$ cat src/watm_pkg.sv
// ----------------------------------------------------------------------------
// watm_pkg
// Types and constants shared by the weekly alarm table matcher modules.
// ----------------------------------------------------------------------------
package watm_pkg;

    // Operation codes carried on the input channel
    localparam logic [2:0] OP_ADD    = 3'd0;
    localparam logic [2:0] OP_REMOVE = 3'd1;
    localparam logic [2:0] OP_TICK   = 3'd2;
    localparam logic [2:0] OP_BUTTON = 3'd3;
    localparam logic [2:0] OP_LIST   = 3'd4;

    // Result status codes
    localparam logic [1:0] STATUS_DONE     = 2'd0;
    localparam logic [1:0] STATUS_FULL     = 2'd1;
    localparam logic [1:0] STATUS_BAD_SLOT = 2'd2;

    // Day mask encoding
    localparam logic [7:0] EMPTY_MASK = 8'hFF;
    localparam logic [7:0] ALL_DAYS   = 8'h7F;
    localparam int         REPEAT_BIT = 7;
    localparam logic [7:0] SUNDAY_BIT = 8'b0100_0000;
    localparam logic [7:0] DAY_LSB    = 8'b0000_0001;

    // Display phase wraps after this many steps
    localparam logic [1:0] PHASE_MODULO = 2'd3;

    // Command queue depth between front and back
    localparam int FIFO_DEPTH = 2;

    // Input beat
    typedef struct packed {
        logic [2:0] op;
        logic [7:0] alarm_days;
        logic [7:0] alarm_hour;
        logic [7:0] alarm_minute;
        logic [7:0] slot_index;
        logic [5:0] now_seconds;
        logic [5:0] now_minutes;
        logic [4:0] now_hours;
        logic [2:0] now_weekday;
    } in_t;

    // Result beat
    typedef struct packed {
        logic [1:0] status;
        logic       alarm_active;
        logic       buzzer;
        logic [1:0] display_phase;
        logic       entry_valid;
        logic [3:0] entry_index;
        logic [7:0] entry_days;
        logic [7:0] entry_hour;
        logic [7:0] entry_minute;
        logic       last;
    } res_t;

    // Decoded command kinds
    typedef enum logic [2:0] {
        CMD_ADD,
        CMD_REMOVE,
        CMD_TICK,
        CMD_BUTTON,
        CMD_LIST,
        CMD_NOP
    } cmd_kind_t;

    // Classified command handed from front to back
    typedef struct packed {
        cmd_kind_t  kind;
        logic [7:0] days;      // 255 already folded to all days
        logic [7:0] hour;
        logic [7:0] minute;
        logic [7:0] slot;
        logic       sec_zero;
        logic       sec_even;
        logic [5:0] now_min;
        logic [4:0] now_hr;
        logic [7:0] day_sel;   // one-hot mask bit of today, zero if weekday bad
    } cmd_t;

    // One table entry
    typedef struct packed {
        logic [7:0] days;
        logic [7:0] hour;
        logic [7:0] minute;
    } entry_t;

    // Back end sequencer states
    typedef enum logic [2:0] {
        ST_IDLE,
        ST_SCAN,
        ST_EVAL,
        ST_RESP,
        ST_LIST_END
    } back_state_t;

endpackage

$ cat src/watm_fifo.sv
// ----------------------------------------------------------------------------
// watm_fifo
// Short command queue that decouples the front decoder from the back engine.
// ----------------------------------------------------------------------------
module watm_fifo (
    input  logic           aclk,
    input  logic           aresetn,
    input  logic           push,
    input  watm_pkg::cmd_t push_data,
    output logic           full,
    input  logic           pop,
    output logic           avail,
    output watm_pkg::cmd_t pop_data
);

    localparam int PTR_W = (watm_pkg::FIFO_DEPTH > 1) ? $clog2(watm_pkg::FIFO_DEPTH) : 1;
    localparam int CNT_W = $clog2(watm_pkg::FIFO_DEPTH + 1);

    watm_pkg::cmd_t slots_reg [watm_pkg::FIFO_DEPTH];
    logic [PTR_W-1:0] wr_ptr_reg, wr_ptr_next;
    logic [PTR_W-1:0] rd_ptr_reg, rd_ptr_next;
    logic [CNT_W-1:0] count_reg, count_next;
    logic             do_push, do_pop;

    assign full     = (count_reg == CNT_W'(watm_pkg::FIFO_DEPTH));
    assign avail    = (count_reg != '0);
    assign pop_data = slots_reg[rd_ptr_reg];
    assign do_push  = push && !full;
    assign do_pop   = pop && avail;

    // Pointer and fill count update
    always_comb begin
        wr_ptr_next = wr_ptr_reg;
        rd_ptr_next = rd_ptr_reg;
        count_next  = count_reg;
        if (do_push) begin
            wr_ptr_next = (wr_ptr_reg == PTR_W'(watm_pkg::FIFO_DEPTH - 1)) ? '0
                          : wr_ptr_reg + 1'b1;
        end
        if (do_pop) begin
            rd_ptr_next = (rd_ptr_reg == PTR_W'(watm_pkg::FIFO_DEPTH - 1)) ? '0
                          : rd_ptr_reg + 1'b1;
        end
        if (do_push && !do_pop) begin
            count_next = count_reg + 1'b1;
        end else if (do_pop && !do_push) begin
            count_next = count_reg - 1'b1;
        end
    end

    always_ff @(posedge aclk) begin
        if (!aresetn) begin
            wr_ptr_reg <= '0;
            rd_ptr_reg <= '0;
            count_reg  <= '0;
        end else begin
            wr_ptr_reg <= wr_ptr_next;
            rd_ptr_reg <= rd_ptr_next;
            count_reg  <= count_next;
        end
    end

    // Queue storage
    always_ff @(posedge aclk) begin
        if (do_push) begin
            slots_reg[wr_ptr_reg] <= push_data;
        end
    end

endmodule

$ cat src/watm_front.sv
// ----------------------------------------------------------------------------
// watm_front
// Accepts input beats, decodes the operation and precomputes tick terms.
// ----------------------------------------------------------------------------
module watm_front (
    input  logic           s_valid,
    output logic           s_ready,
    input  watm_pkg::in_t  s_data,
    output logic           push,
    output watm_pkg::cmd_t push_data,
    input  logic           full
);

    logic [2:0] day_shift;

    assign s_ready = !full;
    assign push    = s_valid && !full;

    // Weekday 1..7 maps to mask bits 6..0
    assign day_shift = 3'd7 - s_data.now_weekday;

    // Classify the beat
    always_comb begin
        push_data = '0;
        case (s_data.op)
            watm_pkg::OP_ADD:    push_data.kind = watm_pkg::CMD_ADD;
            watm_pkg::OP_REMOVE: push_data.kind = watm_pkg::CMD_REMOVE;
            watm_pkg::OP_TICK:   push_data.kind = watm_pkg::CMD_TICK;
            watm_pkg::OP_BUTTON: push_data.kind = watm_pkg::CMD_BUTTON;
            watm_pkg::OP_LIST:   push_data.kind = watm_pkg::CMD_LIST;
            default:             push_data.kind = watm_pkg::CMD_NOP;
        endcase
        push_data.days     = (s_data.alarm_days == watm_pkg::EMPTY_MASK) ?
                             watm_pkg::ALL_DAYS : s_data.alarm_days;
        push_data.hour     = s_data.alarm_hour;
        push_data.minute   = s_data.alarm_minute;
        push_data.slot     = s_data.slot_index;
        push_data.sec_zero = (s_data.now_seconds == 6'd0);
        push_data.sec_even = !s_data.now_seconds[0];
        push_data.now_min  = s_data.now_minutes;
        push_data.now_hr   = s_data.now_hours;
        // Weekday zero never matches; 1..7 selects Sunday..Saturday
        if (s_data.now_weekday != 3'd0) begin
            push_data.day_sel = watm_pkg::DAY_LSB << day_shift;
        end
    end

endmodule

$ cat src/watm_back.sv
// ----------------------------------------------------------------------------
// watm_back
// Alarm table engine: walks the table one slot per step, owns the ringing
// flag, display phase and the result output register.
// ----------------------------------------------------------------------------
module watm_back #(
    parameter int ENTRIES = 16
) (
    input  logic           aclk,
    input  logic           aresetn,
    input  logic           cmd_avail,
    input  watm_pkg::cmd_t cmd_data,
    output logic           cmd_pop,
    output logic           m_valid,
    input  logic           m_ready,
    output watm_pkg::res_t m_data
);

    localparam int IDX_W = (ENTRIES > 1) ? $clog2(ENTRIES) : 1;
    localparam logic [IDX_W-1:0] LAST_IDX = IDX_W'(ENTRIES - 1);

    watm_pkg::back_state_t state_reg, state_next;
    watm_pkg::cmd_t        cmd_reg, cmd_next;
    logic [IDX_W-1:0]      idx_reg, idx_next;
    logic [ENTRIES-1:0]    valid_reg, valid_next;
    logic                  ring_reg, ring_next;
    logic [1:0]            phase_reg, phase_next;
    logic [1:0]            status_reg, status_next;
    logic                  pend_valid_reg, pend_valid_next;
    logic [IDX_W-1:0]      pend_idx_reg, pend_idx_next;
    watm_pkg::entry_t      pend_reg, pend_next;
    logic                  m_valid_reg, m_valid_next;
    watm_pkg::res_t        m_data_reg, m_data_next;

    watm_pkg::entry_t      mem [ENTRIES];
    watm_pkg::entry_t      rd_data_reg;
    watm_pkg::entry_t      wr_entry;
    logic                  mem_we;

    logic                  out_free;
    logic                  hit;
    logic                  repeats;
    logic [6:0]            day_bits;

    assign m_valid  = m_valid_reg;
    assign m_data   = m_data_reg;
    assign out_free = !m_valid_reg || m_ready;

    assign wr_entry = '{days: cmd_reg.days, hour: cmd_reg.hour, minute: cmd_reg.minute};

    // Match terms for the entry read out in the previous step
    assign day_bits = rd_data_reg.days[6:0];
    assign hit      = ((rd_data_reg.days & cmd_reg.day_sel) != 8'd0) &&
                      (rd_data_reg.hour == {3'd0, cmd_reg.now_hr}) &&
                      (rd_data_reg.minute == {2'd0, cmd_reg.now_min});
    assign repeats  = rd_data_reg.days[watm_pkg::REPEAT_BIT] ||
                      ((day_bits & (day_bits - 7'd1)) != 7'd0);

    // Sequencer
    always_comb begin
        state_next      = state_reg;
        cmd_next        = cmd_reg;
        idx_next        = idx_reg;
        valid_next      = valid_reg;
        ring_next       = ring_reg;
        phase_next      = phase_reg;
        status_next     = status_reg;
        pend_valid_next = pend_valid_reg;
        pend_idx_next   = pend_idx_reg;
        pend_next       = pend_reg;
        m_data_next     = m_data_reg;
        m_valid_next    = m_valid_reg && !m_ready;
        cmd_pop         = 1'b0;
        mem_we          = 1'b0;

        case (state_reg)
            watm_pkg::ST_IDLE: begin
                if (cmd_avail) begin
                    cmd_pop         = 1'b1;
                    cmd_next        = cmd_data;
                    idx_next        = '0;
                    status_next     = watm_pkg::STATUS_DONE;
                    pend_valid_next = 1'b0;
                    state_next      = watm_pkg::ST_RESP;
                    case (cmd_data.kind)
                        watm_pkg::CMD_ADD, watm_pkg::CMD_LIST: begin
                            state_next = watm_pkg::ST_SCAN;
                        end
                        watm_pkg::CMD_TICK: begin
                            if (cmd_data.sec_zero && !ring_reg) begin
                                state_next = watm_pkg::ST_SCAN;
                            end
                        end
                        watm_pkg::CMD_REMOVE: begin
                            if ((cmd_data.slot < 8'(ENTRIES)) &&
                                valid_reg[cmd_data.slot[IDX_W-1:0]]) begin
                                valid_next[cmd_data.slot[IDX_W-1:0]] = 1'b0;
                            end else begin
                                status_next = watm_pkg::STATUS_BAD_SLOT;
                            end
                        end
                        watm_pkg::CMD_BUTTON: begin
                            if (ring_reg) begin
                                ring_next = 1'b0;
                            end else begin
                                phase_next = (phase_reg == watm_pkg::PHASE_MODULO - 2'd1) ?
                                             2'd0 : phase_reg + 2'd1;
                            end
                        end
                        default: begin
                        end
                    endcase
                end
            end

            watm_pkg::ST_SCAN: begin
                if (cmd_reg.kind == watm_pkg::CMD_ADD) begin
                    // First free slot takes the new alarm
                    if (!valid_reg[idx_reg]) begin
                        mem_we              = 1'b1;
                        valid_next[idx_reg] = 1'b1;
                        state_next          = watm_pkg::ST_RESP;
                    end else if (idx_reg == LAST_IDX) begin
                        status_next = watm_pkg::STATUS_FULL;
                        state_next  = watm_pkg::ST_RESP;
                    end else begin
                        idx_next = idx_reg + 1'b1;
                    end
                end else begin
                    // Tick and list read only occupied slots
                    if (valid_reg[idx_reg]) begin
                        state_next = watm_pkg::ST_EVAL;
                    end else if (idx_reg == LAST_IDX) begin
                        state_next = (cmd_reg.kind == watm_pkg::CMD_LIST) ?
                                     watm_pkg::ST_LIST_END : watm_pkg::ST_RESP;
                    end else begin
                        idx_next = idx_reg + 1'b1;
                    end
                end
            end

            watm_pkg::ST_EVAL: begin
                if (cmd_reg.kind == watm_pkg::CMD_LIST) begin
                    // Held entry goes out once the next one is known
                    if (!pend_valid_reg || out_free) begin
                        if (pend_valid_reg) begin
                            m_valid_next              = 1'b1;
                            m_data_next               = '0;
                            m_data_next.status        = watm_pkg::STATUS_DONE;
                            m_data_next.alarm_active  = ring_reg;
                            m_data_next.display_phase = phase_reg;
                            m_data_next.entry_valid   = 1'b1;
                            m_data_next.entry_index   = 4'(pend_idx_reg);
                            m_data_next.entry_days    = pend_reg.days;
                            m_data_next.entry_hour    = pend_reg.hour;
                            m_data_next.entry_minute  = pend_reg.minute;
                        end
                        pend_valid_next = 1'b1;
                        pend_idx_next   = idx_reg;
                        pend_next       = rd_data_reg;
                        if (idx_reg == LAST_IDX) begin
                            state_next = watm_pkg::ST_LIST_END;
                        end else begin
                            idx_next   = idx_reg + 1'b1;
                            state_next = watm_pkg::ST_SCAN;
                        end
                    end
                end else begin
                    // Tick match; one-shot alarms are erased on hit
                    if (hit) begin
                        ring_next = 1'b1;
                        if (!repeats) begin
                            valid_next[idx_reg] = 1'b0;
                        end
                    end
                    if (idx_reg == LAST_IDX) begin
                        state_next = watm_pkg::ST_RESP;
                    end else begin
                        idx_next   = idx_reg + 1'b1;
                        state_next = watm_pkg::ST_SCAN;
                    end
                end
            end

            watm_pkg::ST_LIST_END: begin
                if (out_free) begin
                    m_valid_next              = 1'b1;
                    m_data_next               = '0;
                    m_data_next.status        = watm_pkg::STATUS_DONE;
                    m_data_next.alarm_active  = ring_reg;
                    m_data_next.display_phase = phase_reg;
                    m_data_next.last          = 1'b1;
                    if (pend_valid_reg) begin
                        m_data_next.entry_valid  = 1'b1;
                        m_data_next.entry_index  = 4'(pend_idx_reg);
                        m_data_next.entry_days   = pend_reg.days;
                        m_data_next.entry_hour   = pend_reg.hour;
                        m_data_next.entry_minute = pend_reg.minute;
                    end
                    state_next = watm_pkg::ST_IDLE;
                end
            end

            watm_pkg::ST_RESP: begin
                if (out_free) begin
                    m_valid_next              = 1'b1;
                    m_data_next               = '0;
                    m_data_next.status        = status_reg;
                    m_data_next.alarm_active  = ring_reg;
                    m_data_next.buzzer        = (cmd_reg.kind == watm_pkg::CMD_TICK) &&
                                                ring_reg && cmd_reg.sec_even;
                    m_data_next.display_phase = phase_reg;
                    m_data_next.last          = 1'b1;
                    state_next                = watm_pkg::ST_IDLE;
                end
            end

            default: begin
                state_next = watm_pkg::ST_IDLE;
            end
        endcase
    end

    // Control state
    always_ff @(posedge aclk) begin
        if (!aresetn) begin
            state_reg      <= watm_pkg::ST_IDLE;
            valid_reg      <= '0;
            ring_reg       <= 1'b0;
            phase_reg      <= 2'd0;
            pend_valid_reg <= 1'b0;
            m_valid_reg    <= 1'b0;
            idx_reg        <= '0;
        end else begin
            state_reg      <= state_next;
            valid_reg      <= valid_next;
            ring_reg       <= ring_next;
            phase_reg      <= phase_next;
            pend_valid_reg <= pend_valid_next;
            m_valid_reg    <= m_valid_next;
            idx_reg        <= idx_next;
        end
    end

    // Payload registers
    always_ff @(posedge aclk) begin
        cmd_reg      <= cmd_next;
        status_reg   <= status_next;
        pend_idx_reg <= pend_idx_next;
        pend_reg     <= pend_next;
        m_data_reg   <= m_data_next;
    end

    // Alarm table memory, one write and one registered read per cycle
    always_ff @(posedge aclk) begin
        if (mem_we) begin
            mem[idx_reg] <= wr_entry;
        end
        rd_data_reg <= mem[idx_reg];
    end

endmodule

$ cat src/weekly_alarm_table_matcher_core.sv
// ----------------------------------------------------------------------------
// weekly_alarm_table_matcher_core
// Weekly alarm table: add, remove, list, time tick matching and button.
// ----------------------------------------------------------------------------
// Usage:
//   s_valid/s_ready/s_data carry one operation per beat (add, remove, tick,
//   button, list). m_valid/m_ready/m_data return result beats; every
//   operation yields one beat, list yields one per stored alarm (or one empty
//   beat), and the final beat of an operation has last set.
//   A front decoder feeds a two-deep command queue, so up to two operations
//   are taken while the engine is busy or the receiver stalls.
//   Remove, button and unknown ops go from idle straight to the result state.
//   Add walks the occupancy bits one slot per step up to the first free slot.
//   Tick (at second 0, not ringing) and list step through the table,
//   with a scan step per empty slot and a scan and an evaluate step per
//   stored slot (registered memory read); list waits while the output stalls.
//   Reset (aresetn low, synchronous) empties the table at once through
//   per-slot occupancy bits, stops the alarm and returns the display to time.
//   While m_ready is low the result beat holds and the engine waits; the
//   input side keeps taking beats until the queue is full.
// ----------------------------------------------------------------------------
module weekly_alarm_table_matcher_core #(
    parameter int ENTRIES = 16
) (
    input  logic           aclk,
    input  logic           aresetn,
    input  logic           s_valid,
    output logic           s_ready,
    input  watm_pkg::in_t  s_data,
    output logic           m_valid,
    input  logic           m_ready,
    output watm_pkg::res_t m_data
);

    logic           push;
    logic           full;
    logic           pop;
    logic           avail;
    watm_pkg::cmd_t push_data;
    watm_pkg::cmd_t pop_data;

    // Decode
    watm_front u_front (
        .s_valid   (s_valid),
        .s_ready   (s_ready),
        .s_data    (s_data),
        .push      (push),
        .push_data (push_data),
        .full      (full)
    );

    // Command queue
    watm_fifo u_fifo (
        .aclk      (aclk),
        .aresetn   (aresetn),
        .push      (push),
        .push_data (push_data),
        .full      (full),
        .pop       (pop),
        .avail     (avail),
        .pop_data  (pop_data)
    );

    // Table engine
    watm_back #(
        .ENTRIES (ENTRIES)
    ) u_back (
        .aclk      (aclk),
        .aresetn   (aresetn),
        .cmd_avail (avail),
        .cmd_data  (pop_data),
        .cmd_pop   (pop),
        .m_valid   (m_valid),
        .m_ready   (m_ready),
        .m_data    (m_data)
    );

endmodule
$ cat config.mk
export PLATFORM = sky130hd
export DESIGN_NAME = weekly_alarm_table_matcher_core
export DESIGN_NICKNAME = d
export VERILOG_FILES = /design/src/watm_pkg.sv /design/src/watm_fifo.sv /design/src/watm_front.sv /design/src/watm_back.sv /design/src/weekly_alarm_table_matcher_core.sv
export SDC_FILE = /design/constraint.sdc
export NUM_CORES = 1
export LEC_CHECK = 0
export BUFFER_PORTS_ARGS = -buffer_cell sky130_fd_sc_hd__buf_2
export CAP_MARGIN = 20
export CORE_MARGIN = 5
export CORE_UTILIZATION = 55
export CTS_BUF_LIST = sky130_fd_sc_hd__clkbuf_8
export DETAILED_ROUTE_END_ITERATION = 7
export GPL_ROUTABILITY_DRIVEN = 0
export GPL_TIMING_DRIVEN = 0
export PLACE_DENSITY = 0.81
export RECOVER_POWER = 50
export SETUP_SLACK_MARGIN = 0.2
export SLEW_MARGIN = 20
export SYNTH_ARGS = -nofsm -noshare
export SYNTH_HDL_FRONTEND = slang
export SYNTH_SLANG_ARGS = --single-unit
$ cat constraint.sdc
create_clock -name aclk -period 5.62 [get_ports aclk]
set_input_delay 0.562 -clock aclk [delete_from_list [all_inputs] [get_ports aclk]]
set_output_delay 0.562 -clock aclk [all_outputs]
set_load 0.03 [all_outputs]
# == Word-level counts from Yosys, hierarchy flattened ==
# Memory sizes are Yosys's and may differ from the RTL's. A register that Yosys moved wholly into a read port is not among the register bits.
# Cells that the tools add are included.
# classes
n_shift,1
eq_ne,42
reduce_logical,51
n_addsub,8
mux,87
n_bitwise,8
magnitude_cmp,5
# ops
operator,count
two-way mux 36 bit,5
two-way mux 16 bit,8
one-hot mux 36 bit (3 select lines),1
one-hot mux 16 bit (3 select lines),1
two-way mux 3 bit,11
AND 16 bit,2
NOT 16 bit,2
two-way mux 29 bit,1
two-way mux 1 bit,28
two-way mux 4 bit,7
two-way mux 2 bit,11
"inequality test 2 x 1 -> 1 bit, second input constant",11
"== test 3 x 2 -> 1 bit, second input constant",7
AND reduction 5 bit,4
two-way mux 8 bit,2
bitwise OR 16 bit,1
one-hot mux 3 bit (5 select lines),1
logical AND 1 bit,14
"== test 3 bit, second input constant",4
logical NOT 3 bit,4
"inequality test 2 bit, second input constant",6
one-hot mux 3 bit (4 select lines),1
one-hot mux 4 bit (3 select lines),1
"less-than comparator 4 x 5 -> 1 bit, second input constant",2
other kinds (40),67
# totals
input_bits,59
n_memories,2
ff_bits,145
mem_bits_rw,496
word_cells,237
out_inout_bits,38
# mem_list
memory,depth,width,rd,rd_clocked_by_memory_dff,wr,line_no,source
u_back.mem,16,24,1,1,1,watm_back.sv:35,watm_pkg::entry_t mem [ENTRIES];
u_fifo.slots_reg,2,56,1,1,1,watm_fifo.sv:19,watm_pkg::cmd_t slots_reg [watm_pkg::FIFO_DEPTH];

# == Logic depth before layout (Yosys ltp) ==
# depth
word_depth,10
depth_mapped,11
ltp_nobuf,8

# == Hierarchy ==
# A second synthesis with hierarchy kept.
# hier_totals
hier_cells,1330
area_unflattened_um2,25786.0
# by_module_without_submodules
mod,cells_per_inst,seq_area_each_um2,area_per_inst_um2,instances
watm_back,1068,15965.3,21090.2,1
watm_fifo,199,3463.3,4270.3,1
watm_front,63,0.0,425.4,1

# == Worst setup path before layout ==
# No wires, ideal clock.
# synth_timing
path_type,register to register
from,reg u_fifo.count_reg[0]
to,"mem u_fifo.slots_reg[0][0] (netlist bit), enable pin"
stages_incl_launch_ff,4
arrival_time_ps,3218
setup_slack_ps,1933
required_time_ps,5152
path_buffers,0
synth_period_minus_slack_ps,3687
setup_time_ps,468
path_cell_list,dfxtp_1 -> nand2b_1 -> nand2_1 -> nor2_1
# synth_between
elab_chain_cells,6
# synth_rtl
element,line_no,source
"start, declared",watm_fifo.sv:22,"logic [CNT_W-1:0] count_reg, count_next;"
"start signal, assigned",watm_fifo.sv:59,count_reg <= count_next;
== test 2 bit (*),watm_fifo.sv:25,assign full = (count_reg == CNT_W'(watm_pkg::FIFO_DEPTH));
logical NOT 1 bit (*),--,
named net s_ready,weekly_alarm_table_matcher_core.sv:28,"output logic s_ready,"
logical AND 1 bit,watm_front.sv:17,assign push = s_valid && !full;
logical AND 1 bit (*),watm_fifo.sv:28,assign do_push = push && !full;
two-way mux 1 bit (*),watm_fifo.sv:65,if (do_push) begin
two-way mux 1 bit (implied by the code) (*),watm_fifo.sv:66,slots_reg[wr_ptr_reg] <= push_data;
"end, declared",watm_fifo.sv:19,
# The timed path passes the listed nets; every way through them passes the cells marked *.

# == Worst setup path in the final report ==
# layout_timing
from,reg u_back.idx_reg[1]
to,"mem u_back.mem[15][23] (netlist bit), enable pin"
# layout_between
elab_chain_cells,7
# layout_rtl
element,line_no,source
"start, declared",watm_back.sv:24,"logic [IDX_W-1:0] idx_reg, idx_next;"
"start signal, assigned",watm_back.sv:241,idx_reg <= idx_next;
binary-select mux 1 bit (select 4 bit),watm_back.sv:119,if (!valid_reg[idx_reg]) begin
two-way mux 1 bit (implied by the code),watm_back.sv:119,
two-way mux 1 bit,watm_back.sv:119,
two-way mux 1 bit,watm_back.sv:117,if (cmd_reg.kind == watm_pkg::CMD_ADD) begin
two-way mux 1 bit,watm_back.sv:76,case (state_reg)
two-way mux 1 bit,watm_back.sv:256,if (mem_we) begin
two-way mux 1 bit (implied by the code),watm_back.sv:257,mem[idx_reg] <= wr_entry;
"end, declared",watm_back.sv:35,
# Parallel ways exist; a longest one is shown, timed or not. The select of a mux whose other input is x is not followed.

==> impl_metrics.json <==
{
  "outcome": "finished, violations left",
  "violations": "design-rule violations, max-capacitance violations, max-slew violations",
  "endpoint": "u_back.mem[15][23]$_DFFE_PP_",
  "antenna-diode-count": 0,
  "wl_per_cell_um": 26.3,
  "met1_length_mm": 21.0,
  "io_pins": 97,
  "relSlewSlack_pct": -108,
  "holdBufCountCts": 0,
  "switching_share_pct": 29.0,
  "required_ns": 5.98,
  "synth_fp_nets": 1334,
  "wl_mm": 57.2,
  "largest_reg_flops": 384,
  "rsz0062_at_grt": "false",
  "numCtsBuffers": 100,
  "clk_latency_ns": 0.68,
  "grt_pass1_wl_mm": 84.1,
  "slew_viol_final": 76,
  "p_int_w": 0.00922,
  "r2r_start": "u_back.idx_reg[1]$_SDFFE_PN0P_",
  "dr_wl_met3_mm": 5.78,
  "dieArea_sq_um": 50400,
  "maxCapViolations": 2,
  "irDropWorstVdd_mv": 0.269,
  "num_rows": 78,
  "critPathArrivalTime_ns": 4.65,
  "synthesis.area_sq_um": 25300,
  "grt_remaining_overflow": 0,
  "reg2reg_slack_ns": 1.33,
  "final_nets": 1555,
  "syn_to_final_growth_pct": 14.9,
  "yosys_warnings": 0,
  "first_global_vias": 13592,
  "tightest_slew_ns": 3.11,
  "rr_worst_depth": 9,
  "p_clk_share_pct": 29.1,
  "worst_slack_ns": 1.33,
  "antenna_found_initial": 2,
  "die_w_um": 224,
  "tns_ns": 0,
  "ys_seq_area_share_pct": 76.4,
  "routed-wl-met2_mm": 28.4,
  "pwr-share-comb_pct": 19.6,
  "cp_max_fo": 15,
  "hold_violations": 0,
  "portBuffers": 96,
  "cts_tree": "yes",
  "synth_edf_count": 606,
  "power.density_nw_per_um2": 447,
  "post_cts_buffers": 0,
  "ys_ff_latch": 663,
  "hold_path.class": "in2reg",
  "ctsRootBufferMaster": "clkbuf_8",
  "coreArea_sq_um": 45500,
  "synth_area_per_cell_sq_um": 19.9,
  "p_leak_nw": 9.18,
  "start_util_pct": 55.6,
  "top_layer": "met4",
  "synth_async_sr_flop_share_pct": 0,
  "viasPerCell": 6.13,
  "clk_pin_slew_ns": 0.07,
  "final_antenna_net_count": 0,
  "drtIter0Drc": 1825,
  "yosysUniqueCellTypes": 64,
  "end_kind": "register",
  "h-tree-depth": 3,
  "post_cts_resized": 0,
  "hp-start": "s_data[20]",
  "power.switching_w": 0.00376,
  "clk_path_buf_depth": 3,
  "start_kind": "register",
  "crit_type": "reg2reg",
  "seqPwrFrac_pct": 51.2,
  "dpl.hpwl_mm": 37.1,
  "drc": 15,
  "vias": 13354,
  "clock_sinks": 663,
  "track_usage_pct": 22.6,
  "firstDrtPassIters": 8,
  "synth_ff_type": "edfxtp_1",
  "fmax_mhz": 233,
  "grt_max_degree": 51,
  "final_layout_size_suffix_gt1_share_pct": 26.7,
  "post-route-period-util_pct": 76.4,
  "fin_crit_ns": 4.29,
  "worstSetupStartpoint": "u_back.idx_reg[1]$_SDFFE_PN0P_",
  "syn_inst": 1270,
  "die_height_um": 224,
  "fillCellCount": 2956,
  "r2r-end": "u_back.mem[15][23]$_DFFE_PP_",
  "finalSetupViolCount": 0,
  "skew_ns": 0.0287,
  "preCtsSetupSlack_ns": 1.24
}
[layout make-up]
type	count	area, sq um	area share [%]
plain buffers	75	319	1.10
inverters	10	40.0	0.138
well taps	600	751	2.58
repair buffers	119	923	3.18
multi-input cells	522	5750	19.8
flip-flops and latches	663	19300	66.5
clock buffers	106	1460	5.02
clock inverters	82	480	1.65
[cell families (layout without fill, tap and decap cells)]
group                    count (synthesis)  count (layout)  share of synthesized area (%)
AO/OA/AOI/OAI                          120             120                           3.59
XOR/XNOR                                16              16                          0.554
adder cells (fa/ha/maj)                  5               5                          0.247
buffers and inverters                   85             392                           1.38
flip-flops                             663             663                           76.4
multiplexers                           182             182                           13.6
AND/OR/NAND/NOR                        199             199                           4.14
[per-layer routing]
metal,up-vias,global-route usage (%)
met5,-,0
met4,0,7.70
met2,844,37.1
li1,5646,-
met1,6710,30.3
met3,154,5.49
[worst min-delay path by stage]
stage	slack, ns	to	cells after the start
floorplan	0.40	u_back.pend_reg[6]$_DFFE_PP_	0
global placement	0.41	u_back.pend_reg[6]$_DFFE_PP_	0
detailed placement	0.41	u_back.pend_reg[15]$_DFFE_PP_	0
CTS	0.04	u_fifo.slots_reg[0][36]$_DFFE_PP_	1
global route	0.04	u_fifo.slots_reg[1][36]$_DFFE_PP_	1
finish	0.07	u_fifo.slots_reg[1][21]$_DFFE_PP_	1
[layout by cell type, fill, tap and decap left out, drive strengths merged, types with 8 or more instances in the layout]
| cell type | n |
|---|---|
| a21oi | 14 |
| a311oi | 16 |
| a31oi | 13 |
| a41oi | 11 |
| and2 | 31 |
| and3 | 8 |
| buf | 80 |
| clkbuf | 220 |
| clkinv | 42 |
| dfxtp | 57 |
| edfxtp | 606 |
| inv | 42 |
| mux2 | 49 |
| mux2i | 8 |
| mux4 | 125 |
| nand2 | 35 |
| nand3 | 21 |
| nor2 | 46 |
| nor3 | 12 |
| o21ai | 27 |
| o31ai | 16 |
| xnor2 | 9 |
[power groups by stage]
stage / clock (W) / sequential (W) / combinational (W)
final: 0.00378 / 0.00666 / 0.00255
after global routing: 0.00408 / 0.00670 / 0.00271
after CTS: 0.00384 / 0.00663 / 0.00256
after detailed placement: 0 / 0.00674 / 0.00254
after global placement: 0 / 0.00672 / 0.00236
after floorplan: 0 / 0.00660 / 0.00170
[cells in the mapped netlist, types with 3 or more instances]
| cell | number | area (sq um) |
|---|---|---|
| and3_1 | 8 | 50.1 |
| ha_1 | 5 | 62.6 |
| nor2_1 | 46 | 173 |
| nor2b_1 | 7 | 43.8 |
| or3_1 | 7 | 43.8 |
| xor2_1 | 7 | 61.3 |
| nand2b_1 | 5 | 31.3 |
| clkbuf_1 | 45 | 169 |
| or4_1 | 3 | 22.5 |
| nor4_1 | 3 | 18.8 |
| nand4_1 | 3 | 18.8 |
| dfxtp_1 | 57 | 1140 |
| o31ai_1 | 15 | 113 |
| a31oi_1 | 13 | 81.3 |
| a311oi_1 | 8 | 70.1 |
| mux2_2 | 48 | 541 |
| nand3_1 | 20 | 100 |
| buf_1 | 15 | 56.3 |
| mux2i_1 | 7 | 70.1 |
| nand2_1 | 35 | 131 |
| nand3b_1 | 3 | 22.5 |
| a21oi_1 | 14 | 70.1 |
| mux4_2 | 125 | 2820 |
| o21ai_0 | 26 | 130 |
| and3b_1 | 3 | 26.3 |
| buf_2 | 11 | 55.1 |
| inv_1 | 8 | 30.0 |
| a311oi_2 | 8 | 120 |
| xnor2_1 | 9 | 78.8 |
| and2_1 | 31 | 194 |
| nor3b_1 | 7 | 52.6 |
| nor3_1 | 11 | 55.1 |
| edfxtp_1 | 606 | 18200 |
| a22oi_1 | 3 | 22.5 |
| a41oi_1 | 11 | 96.3 |
[worst max-delay path, stage by stage (launching register included)]
cell	delay, ns
dfxtp_1	0.53
clkbuf_1	0.65
mux4_2	0.42
nand2_1	0.15
nand3_2	0.17
or3_1	0.39
clkbuf_1	0.36
clkbuf_2	0.46
nor2_4	0.57
buf_16	0.25
[per-stage QoR]
stage                     instances  total power [W]  instance area, sq um  hold slack, ns  util (%)
after global placement         1966          0.00908                 26500           0.408      58.3
after CTS                      2176           0.0130                 29200          0.0355      64.1
after global routing           2177           0.0135                 29100          0.0367      63.9
after detailed placement       1988          0.00928                 27200           0.412      59.9
final                          2177           0.0130                 29100          0.0742      63.9
after floorplan                1270          0.00830                 25300           0.400         -
Note: power is estimated with default switching activity, not from simulation.
